File: config.mk
export PLATFORM = sky130hd
export DESIGN_NAME = mask_bounding_box_top_flat
export DESIGN_NICKNAME = d
export VERILOG_FILES = /design/src/mbb_pkg.sv /design/src/mbb_if.sv /design/src/mask_bounding_box_top.sv /design/src/flat_wrapper.sv
export SDC_FILE = /design/constraint.sdc
export NUM_CORES = 1
export LEC_CHECK = 0
export BUFFER_PORTS_ARGS = -buffer_cell sky130_fd_sc_hd__buf_2
export CORE_MARGIN = 10
export CORE_UTILIZATION = 50
export DETAILED_ROUTE_END_ITERATION = 8
export GPL_ROUTABILITY_DRIVEN = 0
export GPL_TIMING_DRIVEN = 0
export PLACE_DENSITY = 0.71
export REMOVE_ABC_BUFFERS = 1
export SLEW_MARGIN = 20
export SYNTH_ARGS = -nofsm -noshare
export SYNTH_HDL_FRONTEND = slang
export SYNTH_SLANG_ARGS = --single-unit
File: constraint.sdc
create_clock -name clock -period 10.1 [get_ports clock]
set_input_delay 2.02 -clock clock [delete_from_list [all_inputs] [get_ports clock]]
set_output_delay 2.02 -clock clock [all_outputs]
set_load 0.02 [all_outputs]
File: src/mbb_pkg.sv
// Package for the mask bounding box block: field widths, the foreground
// threshold and the configuration register indexes. No dependencies.
package mbb_pkg;

   // Field widths of the request, result and configuration data
   localparam int MASK_W     = 8;
   localparam int CFG_W      = 14;
   localparam int CROP_POS_W = 13;
   localparam int CROP_LEN_W = 14;
   localparam int CSR_IDX_W  = 2;

   // Mask bytes at or above this value are foreground
   localparam logic [MASK_W-1:0] FG_THRESHOLD = 8'd128;

   // Configuration register indexes
   typedef enum logic [CSR_IDX_W-1:0] {
      CSR_IMAGE_WIDTH  = 2'd0,
      CSR_IMAGE_HEIGHT = 2'd1,
      CSR_PAD_AMOUNT   = 2'd2
   } csr_index_type;

endpackage

File: src/mbb_if.sv
// Valid/ready channel interfaces for mask pixels and bounding box results.
// Depends on mbb_pkg for the field widths.
interface mbb_req_if;
   logic                        valid;
   logic                        ready;
   logic [mbb_pkg::MASK_W-1:0]  mask_value;

   modport source (output valid, output mask_value, input ready);
   modport sink   (input valid, input mask_value, output ready);
endinterface

interface mbb_rsp_if;
   logic                            valid;
   logic                            ready;
   logic                            found;
   logic [mbb_pkg::CROP_POS_W-1:0]  crop_x;
   logic [mbb_pkg::CROP_POS_W-1:0]  crop_y;
   logic [mbb_pkg::CROP_LEN_W-1:0]  crop_width;
   logic [mbb_pkg::CROP_LEN_W-1:0]  crop_height;

   modport source (output valid, output found, output crop_x, output crop_y,
                   output crop_width, output crop_height, input ready);
   modport sink   (input valid, input found, input crop_x, input crop_y,
                   input crop_width, input crop_height, output ready);
endinterface

File: src/mask_bounding_box_top.sv
// Mask bounding box: finds the padded, clamped box around foreground pixels.
// Depends on mbb_pkg and the channel interfaces in mbb_if.sv.
//
// One mask byte is taken per clock while ready, in raster order; the block
// counts columns and rows itself from image_width and image_height (0 acts as
// 1, values above MAX_DIM act as MAX_DIM). Bytes of 128 or more are
// foreground. On a frame's last pixel its box is latched into a snapshot
// register; from it the padded, clamped crop box is registered in the result
// register once that is free. The throughput is one pixel per clock while
// results are taken, set by the per-pixel min/max update and counter step; a
// stalled result holds the snapshot and then the input. Frames as short as
// one pixel give one result per clock when not stalled. Configuration is
// written through csr_we/csr_index/csr_wdata; unknown indexes are ignored.
module mask_bounding_box_top #(
   parameter int MAX_DIM = 8192
) (
   input  logic                              clock,
   input  logic                              reset,
   mbb_req_if.sink                           req_bus,
   mbb_rsp_if.source                         rsp_bus,
   input  logic                              csr_we,
   input  logic [mbb_pkg::CSR_IDX_W-1:0]     csr_index,
   input  logic [mbb_pkg::CFG_W-1:0]         csr_wdata
);

   localparam int CNT_W = (MAX_DIM > 2) ? $clog2(MAX_DIM) : 1;
   localparam int EXT_W = ((CNT_W > mbb_pkg::CFG_W) ? CNT_W : mbb_pkg::CFG_W) + 1;
   localparam logic [EXT_W-1:0] MAX_DIM_EXT = EXT_W'(MAX_DIM);
   localparam logic [EXT_W-1:0] ONE_EXT     = EXT_W'(1);

   // Configuration registers
   logic [mbb_pkg::CFG_W-1:0] image_width_ff, image_height_ff, pad_amount_ff;

   // Frame state
   logic [CNT_W-1:0] col_ff, col_in, row_ff, row_in;
   logic [CNT_W-1:0] least_col_ff, least_col_in, least_row_ff, least_row_in;
   logic [CNT_W-1:0] great_col_ff, great_col_in, great_row_ff, great_row_in;
   logic             any_found_ff, any_found_in;

   // Snapshot of a finished frame
   logic             snap_valid_ff;
   logic             snap_found_ff;
   logic [CNT_W-1:0] snap_lo_col_ff, snap_hi_col_ff, snap_lo_row_ff, snap_hi_row_ff;

   // Result register
   logic                            rsp_valid_ff;
   logic                            rsp_found_ff, rsp_found_in;
   logic [mbb_pkg::CROP_POS_W-1:0]  rsp_x_ff, rsp_x_in, rsp_y_ff, rsp_y_in;
   logic [mbb_pkg::CROP_LEN_W-1:0]  rsp_w_ff, rsp_w_in, rsp_h_ff, rsp_h_in;

   logic             out_en, snap_en, accept;
   logic [EXT_W-1:0] eff_w, eff_h, pad_ext;
   logic             is_fg, col_last, row_last, frame_last, take_pix;
   logic [EXT_W-1:0] x_len, y_len;
   logic [EXT_W-1:0] x_start, y_start;

   // Clamp a configured dimension to 1..MAX_DIM
   function automatic logic [EXT_W-1:0] eff_dim(input logic [mbb_pkg::CFG_W-1:0] v);
      logic [EXT_W-1:0] v_ext;
      v_ext = EXT_W'(v);
      if (v_ext == '0) begin
         return ONE_EXT;
      end else if (v_ext > MAX_DIM_EXT) begin
         return MAX_DIM_EXT;
      end
      return v_ext;
   endfunction

   // Pad one axis of the box and clamp it to 0 and the image edge
   function automatic logic [2*EXT_W-1:0] extent(input logic [CNT_W-1:0] lo,
                                                  input logic [CNT_W-1:0] hi,
                                                  input logic [EXT_W-1:0] dim,
                                                  input logic [EXT_W-1:0] pad);
      logic [EXT_W-1:0] s, e, pe, lo_ext;
      lo_ext = EXT_W'(lo);
      s      = (lo_ext > pad) ? lo_ext - pad : '0;
      pe     = EXT_W'(hi) + pad + ONE_EXT;
      e      = (pe < dim) ? pe : dim;
      return {s, (e > s) ? e - s : EXT_W'(0)};
   endfunction

   // Configuration writes
   always_ff @(posedge clock) begin
      if (reset) begin
         image_width_ff  <= mbb_pkg::CFG_W'(1);
         image_height_ff <= mbb_pkg::CFG_W'(1);
         pad_amount_ff   <= '0;
      end else if (csr_we) begin
         unique case (csr_index)
            mbb_pkg::CSR_IMAGE_WIDTH:  image_width_ff  <= csr_wdata;
            mbb_pkg::CSR_IMAGE_HEIGHT: image_height_ff <= csr_wdata;
            mbb_pkg::CSR_PAD_AMOUNT:   pad_amount_ff   <= csr_wdata;
            default: ;
         endcase
      end
   end

   assign eff_w   = eff_dim(image_width_ff);
   assign eff_h   = eff_dim(image_height_ff);
   assign pad_ext = EXT_W'(pad_amount_ff);

   // Pipeline enables: each stage advances when the one after it can take data
   assign out_en        = !rsp_valid_ff || rsp_bus.ready;
   assign snap_en       = !snap_valid_ff || out_en;
   assign req_bus.ready = snap_en;
   assign accept        = req_bus.valid && snap_en;

   // Per-pixel min/max update and raster counters
   always_comb begin
      is_fg      = req_bus.mask_value >= mbb_pkg::FG_THRESHOLD;
      take_pix   = is_fg;
      col_last   = EXT_W'(col_ff) >= eff_w - ONE_EXT;
      row_last   = EXT_W'(row_ff) >= eff_h - ONE_EXT;
      frame_last = col_last && row_last;

      any_found_in = any_found_ff || take_pix;
      least_col_in = (take_pix && (!any_found_ff || col_ff < least_col_ff)) ? col_ff
                                                                           : least_col_ff;
      least_row_in = (take_pix && (!any_found_ff || row_ff < least_row_ff)) ? row_ff
                                                                           : least_row_ff;
      great_col_in = (take_pix && (!any_found_ff || col_ff > great_col_ff)) ? col_ff
                                                                           : great_col_ff;
      great_row_in = (take_pix && (!any_found_ff || row_ff > great_row_ff)) ? row_ff
                                                                           : great_row_ff;

      col_in = col_last ? '0 : col_ff + CNT_W'(1);
      row_in = !col_last ? row_ff : (row_last ? '0 : row_ff + CNT_W'(1));
   end

   // Hold frame state; clear it after the frame's last pixel
   always_ff @(posedge clock) begin
      if (reset) begin
         col_ff       <= '0;
         row_ff       <= '0;
         any_found_ff <= 1'b0;
      end else if (accept) begin
         col_ff       <= col_in;
         row_ff       <= row_in;
         any_found_ff <= frame_last ? 1'b0 : any_found_in;
      end
   end

   always_ff @(posedge clock) begin
      if (accept) begin
         least_col_ff <= least_col_in;
         least_row_ff <= least_row_in;
         great_col_ff <= great_col_in;
         great_row_ff <= great_row_in;
      end
   end

   // Capture the finished frame box
   always_ff @(posedge clock) begin
      if (reset) begin
         snap_valid_ff <= 1'b0;
      end else if (snap_en) begin
         snap_valid_ff <= accept && frame_last;
      end
   end

   always_ff @(posedge clock) begin
      if (accept && frame_last) begin
         snap_found_ff  <= any_found_in;
         snap_lo_col_ff <= least_col_in;
         snap_hi_col_ff <= great_col_in;
         snap_lo_row_ff <= least_row_in;
         snap_hi_row_ff <= great_row_in;
      end
   end

   // Pad and clamp the box; a frame with no foreground gives a zero box
   always_comb begin
      {x_start, x_len} = extent(snap_lo_col_ff, snap_hi_col_ff, eff_w, pad_ext);
      {y_start, y_len} = extent(snap_lo_row_ff, snap_hi_row_ff, eff_h, pad_ext);
      rsp_found_in = snap_found_ff;
      rsp_x_in     = snap_found_ff ? x_start[mbb_pkg::CROP_POS_W-1:0] : '0;
      rsp_y_in     = snap_found_ff ? y_start[mbb_pkg::CROP_POS_W-1:0] : '0;
      rsp_w_in     = snap_found_ff ? x_len[mbb_pkg::CROP_LEN_W-1:0] : '0;
      rsp_h_in     = snap_found_ff ? y_len[mbb_pkg::CROP_LEN_W-1:0] : '0;
   end

   // Result register
   always_ff @(posedge clock) begin
      if (reset) begin
         rsp_valid_ff <= 1'b0;
      end else if (out_en) begin
         rsp_valid_ff <= snap_valid_ff;
      end
   end

   always_ff @(posedge clock) begin
      if (out_en && snap_valid_ff) begin
         rsp_found_ff <= rsp_found_in;
         rsp_x_ff     <= rsp_x_in;
         rsp_y_ff     <= rsp_y_in;
         rsp_w_ff     <= rsp_w_in;
         rsp_h_ff     <= rsp_h_in;
      end
   end

   assign rsp_bus.valid       = rsp_valid_ff;
   assign rsp_bus.found       = rsp_found_ff;
   assign rsp_bus.crop_x      = rsp_x_ff;
   assign rsp_bus.crop_y      = rsp_y_ff;
   assign rsp_bus.crop_width  = rsp_w_ff;
   assign rsp_bus.crop_height = rsp_h_ff;

   // Nothing comes out right after reset
   assert property (@(posedge clock) reset |=> !rsp_valid_ff)
      else $error("result valid right after reset");

   // A frame without foreground reports an all-zero box
   assert property (@(posedge clock) disable iff (reset)
      (rsp_valid_ff && !rsp_found_ff) |->
         (rsp_x_ff == '0 && rsp_y_ff == '0 && rsp_w_ff == '0 && rsp_h_ff == '0))
      else $error("empty frame with nonzero box");

   // A captured frame moves to the result register when that register is free
   assert property (@(posedge clock) disable iff (reset)
      (snap_valid_ff && !rsp_valid_ff) |=> rsp_valid_ff)
      else $error("snapshot not forwarded to result");

   // Frame state is cleared after the last pixel's transfer
   assert property (@(posedge clock) disable iff (reset)
      (accept && frame_last) |=> (col_ff == '0 && row_ff == '0 && !any_found_ff))
      else $error("frame state not cleared at frame end");

endmodule

File: src/flat_wrapper.sv
// flat-port wrapper written by rule: the top's interface ports become plain ports
module mask_bounding_box_top_flat 
#(
   parameter int MAX_DIM = 8192
)
  (clock, reset, csr_we, csr_index, csr_wdata, req_bus_valid, req_bus_mask_value, req_bus_ready, rsp_bus_valid, rsp_bus_found, rsp_bus_crop_x, rsp_bus_crop_y, rsp_bus_crop_width, rsp_bus_crop_height, rsp_bus_ready);
  mbb_req_if req_bus_i ();
  mbb_rsp_if rsp_bus_i ();
  input  logic clock;
  input  logic reset;
  input  logic csr_we;
  input  logic [mbb_pkg::CSR_IDX_W-1:0] csr_index;
  input  logic [mbb_pkg::CFG_W-1:0] csr_wdata;
  input wire logic [$bits(req_bus_i.valid)-1:0] req_bus_valid;
  input wire logic [$bits(req_bus_i.mask_value)-1:0] req_bus_mask_value;
  output wire logic [$bits(req_bus_i.ready)-1:0] req_bus_ready;
  output wire logic [$bits(rsp_bus_i.valid)-1:0] rsp_bus_valid;
  output wire logic [$bits(rsp_bus_i.found)-1:0] rsp_bus_found;
  output wire logic [$bits(rsp_bus_i.crop_x)-1:0] rsp_bus_crop_x;
  output wire logic [$bits(rsp_bus_i.crop_y)-1:0] rsp_bus_crop_y;
  output wire logic [$bits(rsp_bus_i.crop_width)-1:0] rsp_bus_crop_width;
  output wire logic [$bits(rsp_bus_i.crop_height)-1:0] rsp_bus_crop_height;
  input wire logic [$bits(rsp_bus_i.ready)-1:0] rsp_bus_ready;
  assign req_bus_i.valid = req_bus_valid;
  assign req_bus_i.mask_value = req_bus_mask_value;
  assign req_bus_ready = req_bus_i.ready;
  assign rsp_bus_valid = rsp_bus_i.valid;
  assign rsp_bus_found = rsp_bus_i.found;
  assign rsp_bus_crop_x = rsp_bus_i.crop_x;
  assign rsp_bus_crop_y = rsp_bus_i.crop_y;
  assign rsp_bus_crop_width = rsp_bus_i.crop_width;
  assign rsp_bus_crop_height = rsp_bus_i.crop_height;
  assign rsp_bus_i.ready = rsp_bus_ready;
  mask_bounding_box_top #(.MAX_DIM(MAX_DIM)) u_core (.clock(clock), .reset(reset), .req_bus(req_bus_i), .rsp_bus(rsp_bus_i), .csr_we(csr_we), .csr_index(csr_index), .csr_wdata(csr_wdata));
endmodule
Word-level counts from Yosys, hierarchy flattened
Index checks and enable logic that the tools add are counted.
- mux-type cells: 21
- eq/ne operators: 2
- $lt $le $gt $ge: 15
- $add $sub $neg: 12
- reduce and logical (&&, ||, !) cells: 27
- operators with widths (kind ; count):
    $mux W15 ; 10
    $mux W13 ; 6
    $add A13 B14 Y15 ; 2
    $add A15 B1 Y15 const B ; 2
    $ge A13 B15 Y1 ; 2
    $gt A15 B15 Y1 ; 2
    $lt A15 B15 Y1 ; 2
    $sub A13 B14 Y15 ; 2
    $sub A15 B1 Y15 const B ; 2
    $gt A13 B14 Y1 ; 2
    $gt A14 B14 Y1 const B ; 2
    $logic_not A14 Y1 ; 2
    $sub A14 B14 Y14 ; 2
    $add A13 B1 Y13 const B ; 2
    $gt A13 B13 Y1 ; 2
    $lt A13 B13 Y1 ; 2
    $reduce_and A2 Y1 ; 6
    $ge A8 B8 Y1 const B ; 1
    $logic_and A1 B1 Y1 ; 8
    $logic_or A1 B1 Y1 ; 7
    $mux W1 ; 5
    $logic_not A1 Y1 ; 3
    $eq A2 B1 Y1 const B ; 1
    $eq A2 B2 Y1 const B ; 1
    $logic_not A2 Y1 ; 1
- register bits after elaboration: 231
- logic and storage cells: 99
- output and inout bits: 57
- input bits: 29

Logic depth before layout (Yosys ltp)
Gate-level depths: netlist (run 1).
- depth in word-level cells: 8
- depth in mapped cells: 31
- mapped depth without buffers: 29

Worst setup path after synthesis (run 1)
Ideal clock, no wire load.
- kind: register to register
- start: register u_core.snap_hi_row_ff[0]
- end: register u_core.rsp_h_ff (netlist bit u_core.rsp_bus.crop_height[6]), data pin
- arrival: 5992 ps
- setup slack: 3839 ps
- data required time: 9831 ps
- cell stages (with the launch flop): 27
- library setup time: 269 ps
- buffers on the path: 1
- cell sequence: edfxtp_1 -> inv_1 -> ha_1 -> inv_1 -> fa_1 -> a21o_1 -> a311o_1 -> a31oi_2 -> nor2b_1 -> o21a_1 -> o41ai_4 -> xnor2_1 -> ha_1 -> nand3_1 -> nor2_1 -> a221oi_1 -> o2111ai_4 -> mux2_2 -> ha_1 -> nor2b_1 -> o31a_1 -> o41ai_1 -> a211oi_1 -> o31a_1 -> o21ai_0 -> clkbuf_1 -> nor3_1
- longest elaborated chain between the ends: 6
- ends and longest elaborated chain (item ; RTL line ; RTL):
    from (decl) ; mask_bounding_box_top.sv:43 ; logic [CNT_W-1:0] snap_lo_col_ff, snap_hi_col_ff, snap_lo_row_ff, snap_hi_row_ff;
    from (signal assigned) ; mask_bounding_box_top.sv:167 ; snap_hi_row_ff <= great_row_in;
    $add A13 B14 Y15 (*) ; mask_bounding_box_top.sv:77 ; pe = EXT_W'(hi) + pad + ONE_EXT;
    $add A15 B1 Y15 (*) ; mask_bounding_box_top.sv:77 ;
    $lt A15 B15 Y1 ; mask_bounding_box_top.sv:78 ; e = (pe < dim) ? pe : dim;
    $mux W15 (*) ; mask_bounding_box_top.sv:78 ;
    $gt A15 B15 Y1 ; mask_bounding_box_top.sv:79 ; return {s, (e > s) ? e - s : EXT_W'(0)};
    $reduce_and A2 Y1 (no source line) ; n/a ;
    to (signal assigned) ; mask_bounding_box_top.sv:197 ; rsp_h_ff <= rsp_h_in;
    to (decl) ; mask_bounding_box_top.sv:49 ; logic [mbb_pkg::CROP_LEN_W-1:0] rsp_w_ff, rsp_w_in, rsp_h_ff, rsp_h_in;
Mark *: on every way between the ends. The rest lies on a longest branch, timed or not.
A chain may end at the register's enable or synchronous reset.

Worst setup path in the final report (run 1)
- start: register u_core.pad_amount_ff[0] (netlist name)
- end: register u_core.rsp_h_ff (netlist bit u_core.rsp_bus.crop_height[11]), data pin
- longest elaborated chain between the ends: 6
- ends and longest elaborated chain (item ; RTL line ; RTL):
    from (decl) ; mask_bounding_box_top.sv:32 ; logic [mbb_pkg::CFG_W-1:0] image_width_ff, image_height_ff, pad_amount_ff;
    from (signal assigned) ; mask_bounding_box_top.sv:92 ; mbb_pkg::CSR_PAD_AMOUNT: pad_amount_ff <= csr_wdata;
    $add A13 B14 Y15 ; mask_bounding_box_top.sv:77 ;
    $add A15 B1 Y15 ; mask_bounding_box_top.sv:77 ;
    $lt A15 B15 Y1 ; mask_bounding_box_top.sv:78 ;
    $mux W15 ; mask_bounding_box_top.sv:78 ;
    $gt A15 B15 Y1 ; mask_bounding_box_top.sv:79 ;
    $reduce_and A2 Y1 (no source line) ; n/a ;
Parallel ways exist; a longest one is shown, timed or not.

==> results.toml, run 1 <==
[outcome]
status = "finished, final reports clean"

[die]
rows = 65
die_w_um = 198.1
die_h_um = 198.1
pin_count = 86
start_util_pct = 50.50
dieArea_mm2 = 0.03923
core_mm2 = 0.03139

[timing]
skew_ns = 0.01422
fin_tns_setup_ns = 0
setup_viol = 0
period_needed_ns = 7.450
drv_slew = 0
hold_viol_final = 0
slew-limit-headroom_pct = 37.50
rsz0062_at_grt = "no"
fin_ws_ns = 2.650
period_share_pct = 73.77
tightest_slew_ns = 0.9374
clock.fmax_mhz = 134.2

[pwr]
p_leak_nw = 7.269
powerDensity_mw_per_mm2 = 158.4
irDropWorstVdd_uv = 91.05
p_sw_w = 0.0008596
p_sw_share_pct = 30.94
combPwrFrac_pct = 26.9
cellInternalPower_w = 0.001919
clockPowerShare_pct = 33.1
p_seq_share_pct = 40.0
total_power_w = 0.002778

[setup_path]
critical_path_required_ns = 10.37
crit_arrival_ns = 7.72
crit_path_start_kind = "flip-flop"
crit_type = "flip-flop to flip-flop"
crit_fanout = 15
end_kind = "flip-flop"

[finish]
final_cells = 2138
multi_input_area_mm2 = 0.009012
fillers = 2694
final_nets = 1936
area_delta_synth_final_pct = 10.62
drive_above_1_share_pct = 13.39
layout_commonest_cell = "ha_1"
layout_common_cells = "ha_1, nand2_1, edfxtp_1"
register_area_mm2 = 0.006226
final_cell_area_mm2 = 0.01754

[clock_tree]
clock_latency_ns = 0.54
root_buffer = "clkbuf_16"
clk_pin_slew_worst_paths_ns = 0.06
htreeDepth = 1
clockBufferDepth = 3
cts_hold_buf = 0
clock-sinks = 231
post_cts_resized = 0
cts_tree = "built"
cts_buffers = 25
post-cts-setup-buffers = 0

[grt]
grt_max_degree = 70
first_global_vias = 11978
grt_pass1_wl_mm = 64.07
track_usage_pct = 20.48
grt_overflow_total = 0
antenna_found_initial = 6

[synth]
synthArstFlopShare_pct = 0
ys_ff_latch = 231
synth.distinct_cells = 71
synth_cells = 1644
syn_area_mm2 = 0.01585
synth_edf_count = 160
synth_ff_type = "edfxtp_1"
ys_seq_area_share_pct = 39.27
ys_warn_count = 0
synth_area_per_cell_um2 = 9.643

[route]
ant_nets = 0
wl_per_cell_um = 19.18
remaining_drc_errors = 0
routed_wl_mm = 41.01
vias = 12507
drt-initial-drc-count = 901
avgViaCountPerCell = 5.850
dr.pass1.iters = 5

[job]
max_cap_viol_count = 0

[place]
postPlaceCellArea_mm2 = 0.01669
preCtsSetupSlack_ns = 2.762
place.port_buffers = 78
dpl.cell_count = 2088
dp.final_hpwl_mm = 31.54

[min_path]
min_path_type = "flip-flop to flip-flop"
## cell usage after synthesis (10+ instances only)
cell / count / area share (%)
ha_1: 188 / 15
nand4_1: 28 / 1.1
a21oi_1: 123 / 3.9
o21a_1: 24 / 1.1
edfxtp_1: 160 / 30
or2_2: 10 / 0.39
or3_1: 19 / 0.75
o21ai_0: 65 / 2.1
xnor2_1: 52 / 2.9
nor3_1: 33 / 1.0
and3_1: 39 / 1.5
nand2b_1: 20 / 0.79
nor2_1: 114 / 2.7
nand2_1: 170 / 4.0
mux2_2: 70 / 5.0
dfxtp_1: 71 / 9.0
nand3_1: 27 / 0.85
a21o_1: 19 / 0.90
xor2_1: 25 / 1.4
o211ai_1: 12 / 0.57
nor2b_1: 46 / 1.8
inv_1: 126 / 3.0
clkbuf_1: 35 / 0.83
## cell families after synthesis
group	count (synthesis)	share of synthesized area, %
AND/OR/NAND/NOR	549	17.13
AO/OA/AOI/OAI	337	13.54
flip-flops	231	39.27
adder cells (fa/ha/maj)	194	15.60
buffers and inverters	171	4.136
multiplexers	83	6.014
XOR/XNOR	77	4.254
other	2	0.04737
## per-layer routing
| metal | part of all wire, % | vias to the layer above | GRT usage, % |
|---|---|---|---|
| met5 | 0.032 | - | 0 |
| met4 | 3.9 | 2 | 8.200 |
| met3 | 7.0 | 86 | 3.514 |
| met2 | 45 | 425 | 32.75 |
| met1 | 44 | 5878 | 26.97 |
| li1 | - | 6116 | - |
## final cells by class
class	instances	area share (%)
Antenna cell	4	0.05708
Clock buffer	34	4.352
Clock inverter	12	0.4209
Inverter	127	2.761
Multi-Input combinational cell	1244	51.39
Sequential cell	231	35.50
Tap cell	402	2.868
Timing Repair Buffer	84	2.647
## per-stage QoR
stage | hold WS (ns) | utilization, %
4_1_cts | 0.4726 | 55.82
3_5_place_dp | 0.4625 | 53.16
6_report | 0.4709 | 55.86
5_1_grt | 0.5018 | 55.84
2_1_floorplan | 0.4343 | -
3_3_place_gp | 0.4609 | 52.80
## sequential cells by signal, indices dropped and copies added, names as in the netlist, 14 cells and up
| signal | cells |
|---|---|
| u_core.image_width_ff | 14 |
| u_core.pad_amount_ff | 14 |
| u_core.image_height_ff | 14 |
| u_core.rsp_bus.crop_width | 14 |
| u_core.rsp_bus.crop_height | 14 |
## worst paths after layout
kind | start | end | slack, ns | cells past startpoint
min | u_core.image_width_ff[10]$_SDFFE_PP0P_ | u_core.image_width_ff[10]$_SDFFE_PP0P_ | 0.47 | 2
max reg2reg | u_core.pad_amount_ff[0]$_SDFFE_PP0P_ | u_core.rsp_bus.crop_height[11]$_SDFFCE_PN0P_ | 2.65 | 26
max | u_core.pad_amount_ff[0]$_SDFFE_PP0P_ | u_core.rsp_bus.crop_height[11]$_SDFFCE_PN0P_ | 2.65 | 26
min reg2reg | u_core.image_width_ff[10]$_SDFFE_PP0P_ | u_core.image_width_ff[10]$_SDFFE_PP0P_ | 0.47 | 2
## power groups by stage
stage	Sequential (W)	Clock (W)	Combinational [W]
3_5_place_dp	0.00113	0	0.000736
3_3_place_gp	0.00113	0	0.000710
2_1_floorplan	0.00112	0	0.000559
6_report	0.00111	0.000920	0.000747
4_1_cts	0.00111	0.000938	0.000742
5_1_grt	0.00111	0.000972	0.000836
## worst max-delay path, stage by stage, from the launching register on
cell and delay [ns]:
dfxtp_1 0.42, inv_1 0.25, ha_1 0.21, inv_1 0.05
fa_1 0.41, a21o_1 0.22, a311o_1 0.37, a31oi_2 0.20
nor2b_1 0.08, o21a_1 0.21, o41ai_4 0.33, xnor2_1 0.20
ha_1 0.27, nand3_1 0.09, nor2_1 0.05, a221oi_1 0.40
o2111ai_4 0.47, mux2_2 0.44, ha_1 0.29, nor2b_1 0.14
o31a_1 0.28, o41ai_1 0.52, a211oi_1 0.23, o31a_1 0.33
o21ai_1 0.41, buf_4 0.25, a211oi_1 0.08
No activity file was read; power rests on OpenSTA's default activity.
==> inputs of run 2 (changes only) <==
Settings changed: ABC_AREA set to 1.
Clock period 10.1 ns to 7.58 ns, I/O delays scaled along.
==> run 2 against run 1 <==
Net effect:
- synthesized cell count rose by 24%
- area after synthesis is 3.2% higher
- routed wire length up 8.2%
- highest routed layer unchanged
- register-to-register slack worse by 1.1 ns
- critical path depth is 6 higher
- clock power rose by 40%
- largest power group unchanged
- combinational power rose by 43%
- count of clock-buffer cells in the layout is 6 higher
- setup slack worse by 1.1 ns
- maximum frequency up 24%
- flip-flop and latch count did not move
- power grew 37%
==> results.toml, run 2 <==
[synth]
ys_warn_count = 0
synth_top_area_share_pct = 29.36
ys_seq_area_share_pct = 38.05
synthTopCellsByCount = "nand2_1, inv_1, ha_1, nor2_1, a21oi_1"
ys_ff_latch = 231
synth_cells = 2041
yosys.cell_count.top_type = "nand2_1"
synth_area_per_cell_um2 = 8.017
yosysTopAreaCell = "edfxtp_1"
synthTopCellsByArea = "edfxtp_1, ha_1, nand2_1"
synth.distinct_cells = 53
synthArstFlopShare_pct = 0
syn_area_mm2 = 0.01636
synth_ff_type = "edfxtp_1"
synth_edf_count = 160

[job]
max_cap_viol_count = 0

[die]
rows = 66
dieArea_mm2 = 0.04036
start_util_pct = 50.54
die_h_um = 200.9
pin_count = 86
die_w_um = 200.9
core_mm2 = 0.03237

[setup_path]
worst_path_max_delay_cell = "nor2_2"
crit_path_start_kind = "flip-flop"
crit_arrival_ns = 6.37
crit_type = "flip-flop to flip-flop"
end_kind = "flip-flop"
cp_common_cell = "nand2_1"
crit_fanout = 16
critical_path_required_ns = 7.93
critical_path.max_stage_delay_ns = 0.53

[pwr]
p_leak_nw = 8.244
irDropWorstVdd_uv = 151.5
powerDensity_mw_per_mm2 = 210.4

[route]
dr.pass1.iters = 5
remaining_drc_errors = 0
vias = 14044
ant_nets = 0
routed_wl_mm = 44.38
wl_per_cell_um = 17.22
avgViaCountPerCell = 5.450
drt-initial-drc-count = 952

[clock_tree]
root_buffer = "clkbuf_16"
post-cts-setup-buffers = 0
clockBufferDepth = 3
clk_pin_slew_worst_paths_ns = 0.06
clock_latency_ns = 0.55
post_cts_resized = 0
cts_buffers = 26
clock-sinks = 231
htreeDepth = 1
cts_hold_buf = 0
cts_tree = "built"

[grt]
grt_max_degree = 62
antenna_found_initial = 2
track_usage_pct = 21.44
grt_overflow_total = 0
grt_pass1_wl_mm = 70.80
first_global_vias = 13274

[timing]
hold_viol_final = 0
fin_ws_ns = 1.559
setup_viol = 0
clock.fmax_mhz = 166.1
skew_ns = 0.01129
period_share_pct = 79.43
rsz0062_at_grt = "no"
tightest_slew_ns = 1.024
slew-limit-headroom_pct = 31.55
period_needed_ns = 6.021
fin_tns_setup_ns = 0
drv_slew = 0

[outcome]
status = "finished, final reports clean"

[finish]
final_nets = 2338
layout_commonest_cell = "nand2_1"
area_delta_synth_final_pct = 10.65
drive_above_1_share_pct = 9.274
layout_common_cells = "nand2_1, inv_1, ha_1"
diodes = 0

[min_path]
min_path_type = "flip-flop to flip-flop"

[place]
preCtsSetupSlack_ns = 1.713
place.port_buffers = 78
dp.final_hpwl_mm = 34.97
run 2: area by class of cell:
cell class,count,area [um2]
Clock buffer,40,785.8
Inverter,268,1008
Tap cell,442,553.0
Fill cell,2923,14270
Timing Repair Buffer,82,480.5
Sequential cell,231,6226
Multi-Input combinational cell,1506,8960
Clock inverter,8,91.34
run 2: report_power, final:
part           internal, W  leakage (nW)  switching (W)
Clock             0.000778         0.429       0.000512
Combinational     0.000376          5.73       0.000695
Sequential         0.00141          2.09      0.0000382
run 2: stage by stage:
step                util [%]  cells  instance area [um2]  hold WS, ns  total power (W)
floorplan                  -   2005                16180       0.4463         0.002258
global placement       52.89   2525                17120       0.4660         0.002487
detailed placement     53.22   2529                17230       0.4653         0.002521
CTS                    55.93   2577                18100       0.4734         0.003813
global route           55.93   2577                18100       0.5114         0.004037
finish                 55.93   2577                18100       0.4771         0.003810
run 2: worst paths after layout:
path,from,to,slack [ns],depth (start not counted)
worst max-delay path,u_core.pad_amount_ff[0]$_SDFFE_PP0P_,u_core.rsp_bus.crop_height[3]$_SDFFCE_PN0P_,1.56,32
worst min-delay path,u_core.image_height_ff[5]$_SDFFE_PP0P_,u_core.image_height_ff[5]$_SDFFE_PP0P_,0.48,2
worst max register to register,u_core.pad_amount_ff[0]$_SDFFE_PP0P_,u_core.rsp_bus.crop_height[3]$_SDFFCE_PN0P_,1.56,32
worst min register to register,u_core.image_height_ff[5]$_SDFFE_PP0P_,u_core.image_height_ff[5]$_SDFFE_PP0P_,0.48,2
run 2: logic make-up (layout without fill, tap and decap cells):
family | after synthesis | in the layout | share of synthesized area (%)
flops | 231 | 231 | 38.05
other cells | 2 | 4 | 0.04590
xor+xnor | 77 | 77 | 4.122
compound gates | 371 | 371 | 12.55
simple gates | 860 | 860 | 22.80
fa+ha+maj | 194 | 194 | 15.11
buf+inv | 306 | 398 | 7.326
run 2: worst max-delay path, delay by kind of cell (launching register included):
kind                     cells  cell delay [ns]
AO/OA/AOI/OAI                5             0.75
adder cells (fa/ha/maj)      4             1.27
buffers and inverters        4             0.46
flip-flops                   1             0.36
AND/OR/NAND/NOR             19             2.97
run 2: metal layers:
layer	global-route usage [%]	part of all wire [%]	up-vias
li1	-	-	7017
met5	0	0.059	-
met3	2.985	7.6	64
met4	6.221	2.8	4
met1	28.84	44	6468
met2	35.13	45	491
==> inputs of run 3 (changes only) <==
Settings changed: PLACE_DENSITY 0.71 to 0.74.
Clock period 7.58 ns to 5.45 ns, I/O delays scaled along.
==> run 3 against run 2 <==
Net effect:
- combinational power up 45%
- critical path depth decreased by 1
- clock power increased by 40%
- design area rose by 1.2%
- critical endpoint is now u_core.rsp_bus.crop_width[9]$_SDFFCE_PN0P_
==> results.toml, run 3 (same netlist as run 2, synthesis figures left out) <==
[outcome]
status = "finished, final reports clean"

[job]
max_cap_viol_count = 0

[finish]
final_nets = 2349
layout_commonest_cell = "nand2_1"
register_area_mm2 = 0.006227
area_delta_synth_final_pct = 11.93
fillers = 2876
drive_above_1_share_pct = 11.04
diodes = 0
multi_input_area_mm2 = 0.009105
layout_common_cells = "nand2_1, inv_1, ha_1"
final_cell_area_mm2 = 0.01831
final_cells = 2589

[setup_path]
crit_path_start_kind = "flip-flop"
end_kind = "flip-flop"
critical_path.max_stage_delay_ns = 0.40
crit_arrival_ns = 5.54
worst_path_max_delay_cell = "fa_1"
crit_type = "flip-flop to flip-flop"
cp_common_cell = "nand2_1"
crit_fanout = 15
critical_path_required_ns = 5.86

[grt]
grt_overflow_total = 0
first_global_vias = 13330
grt_pass1_wl_mm = 69.66
grt_max_degree = 62
antenna_found_initial = 2
track_usage_pct = 21.01

[pwr]
combPwrFrac_pct = 28.8
total_power_w = 0.005369
cellInternalPower_w = 0.003581
p_seq_share_pct = 37.5
p_sw_w = 0.001788
p_sw_share_pct = 33.31
clockPowerShare_pct = 33.7
powerDensity_mw_per_mm2 = 293.2
p_leak_nw = 8.320
irDropWorstVdd_uv = 238.7

[clock_tree]
root_buffer = "clkbuf_16"
clk_pin_slew_worst_paths_ns = 0.07
clockBufferDepth = 3
cts_hold_buf = 0
htreeDepth = 1
cts_tree = "built"
clock-sinks = 231
clock_latency_ns = 0.56
cts_buffers = 27

[timing]
slew-limit-headroom_pct = 32.07
setup_viol = 0
drv_slew = 0
hold_viol_final = 0
period_share_pct = 94.13
skew_ns = 0.02124
period_needed_ns = 5.130
clock.fmax_mhz = 194.9
tightest_slew_ns = 1.016

[die]
pin_count = 86
die_w_um = 200.9
dieArea_mm2 = 0.04036
start_util_pct = 50.54
rows = 66
die_h_um = 200.9
core_mm2 = 0.03237

[route]
ant_nets = 0
vias = 14068
drt-initial-drc-count = 1108
routed_wl_mm = 43.94
wl_per_cell_um = 16.97
dr.pass1.iters = 5
avgViaCountPerCell = 5.434
remaining_drc_errors = 0

[place]
place.port_buffers = 78
dp.final_hpwl_mm = 34.30
dpl.cell_count = 2528
postPlaceCellArea_mm2 = 0.01721

[min_path]
min_path_type = "flip-flop to flip-flop"
[run 3: layout make-up]
class	count	share of cell area, %
inverters	268	5.507
flip-flops and latches	231	34.00
clock buffers	35	4.079
repair buffers	90	2.910
multi-input cells	1508	49.72
clock inverters	15	0.7652
well taps	442	3.020
[run 3: path summary, 6_finish.rpt]
| kind | cells past startpoint | to | slack [ns] | startpoint |
|---|---|---|---|---|
| worst max-delay path | 31 | u_core.rsp_bus.crop_width[9]$_SDFFCE_PN0P_ | 0.32 | u_core.pad_amount_ff[0]$_SDFFE_PP0P_ |
| worst min-delay path | 2 | u_core.image_height_ff[5]$_SDFFE_PP0P_ | 0.49 | u_core.image_height_ff[5]$_SDFFE_PP0P_ |
| worst max register to register | 31 | u_core.rsp_bus.crop_width[9]$_SDFFCE_PN0P_ | 0.32 | u_core.pad_amount_ff[0]$_SDFFE_PP0P_ |
| worst min register to register | 2 | u_core.image_height_ff[5]$_SDFFE_PP0P_ | 0.49 | u_core.image_height_ff[5]$_SDFFE_PP0P_ |
[run 3: per-stage QoR]
step | hold slack (ns) | util (%) | worst slack [ns] | setup TNS, ns
2_1_floorplan | 0.4463 | - | 0.7293 | 0
3_3_place_gp | 0.4619 | 52.89 | -0.2779 | -12.88
3_5_place_dp | 0.4763 | 53.17 | -0.3537 | -4.134
4_1_cts | 0.4859 | 55.98 | 0.05626 | 0
5_1_grt | 0.5054 | 56.57 | -0.004951 | -0.006969
6_report | 0.4853 | 56.57 | 0.3199 | 0
[run 3: power by group through the flow]
| stage | clock network [W] | logic, W | registers (W) |
|---|---|---|---|
| after CTS | 0.00184 | 0.00146 | 0.00201 |
| after detailed placement | 0 | 0.00145 | 0.00205 |
| after global routing | 0.00191 | 0.00174 | 0.00202 |
| after global placement | 0 | 0.00140 | 0.00205 |
| final | 0.00181 | 0.00155 | 0.00201 |
| after floorplan | 0 | 0.00111 | 0.00203 |
[run 3: per-layer routing]
metal	vias to the layer above	track usage, %	routed length (um)
met5	-	0	16
met4	4	9.061	1960
li1	7042	-	-
met1	6463	27.20	18940
met2	446	33.87	19710
met3	113	3.599	3304
[run 3: timing repair]
action | 4_1_cts | 5_1_grt
pin swaps | 2 | 4
buffers inserted | 1 | 8
resized for setup | 4 | 30
gates cloned | 0 | 2
endpoints found under the setup margin | 28 | 28
[run 3: critical path, delay by kind of cell (launching register included)]
family | cells | cell delay, ns
AO/OA/AOI/OAI | 3 | 0.69
AND/OR/NAND/NOR | 18 | 2.12
buffers and inverters | 5 | 0.52
flip-flops | 1 | 0.35
adder cells (fa/ha/maj) | 4 | 1.18
XOR/XNOR | 1 | 0.13
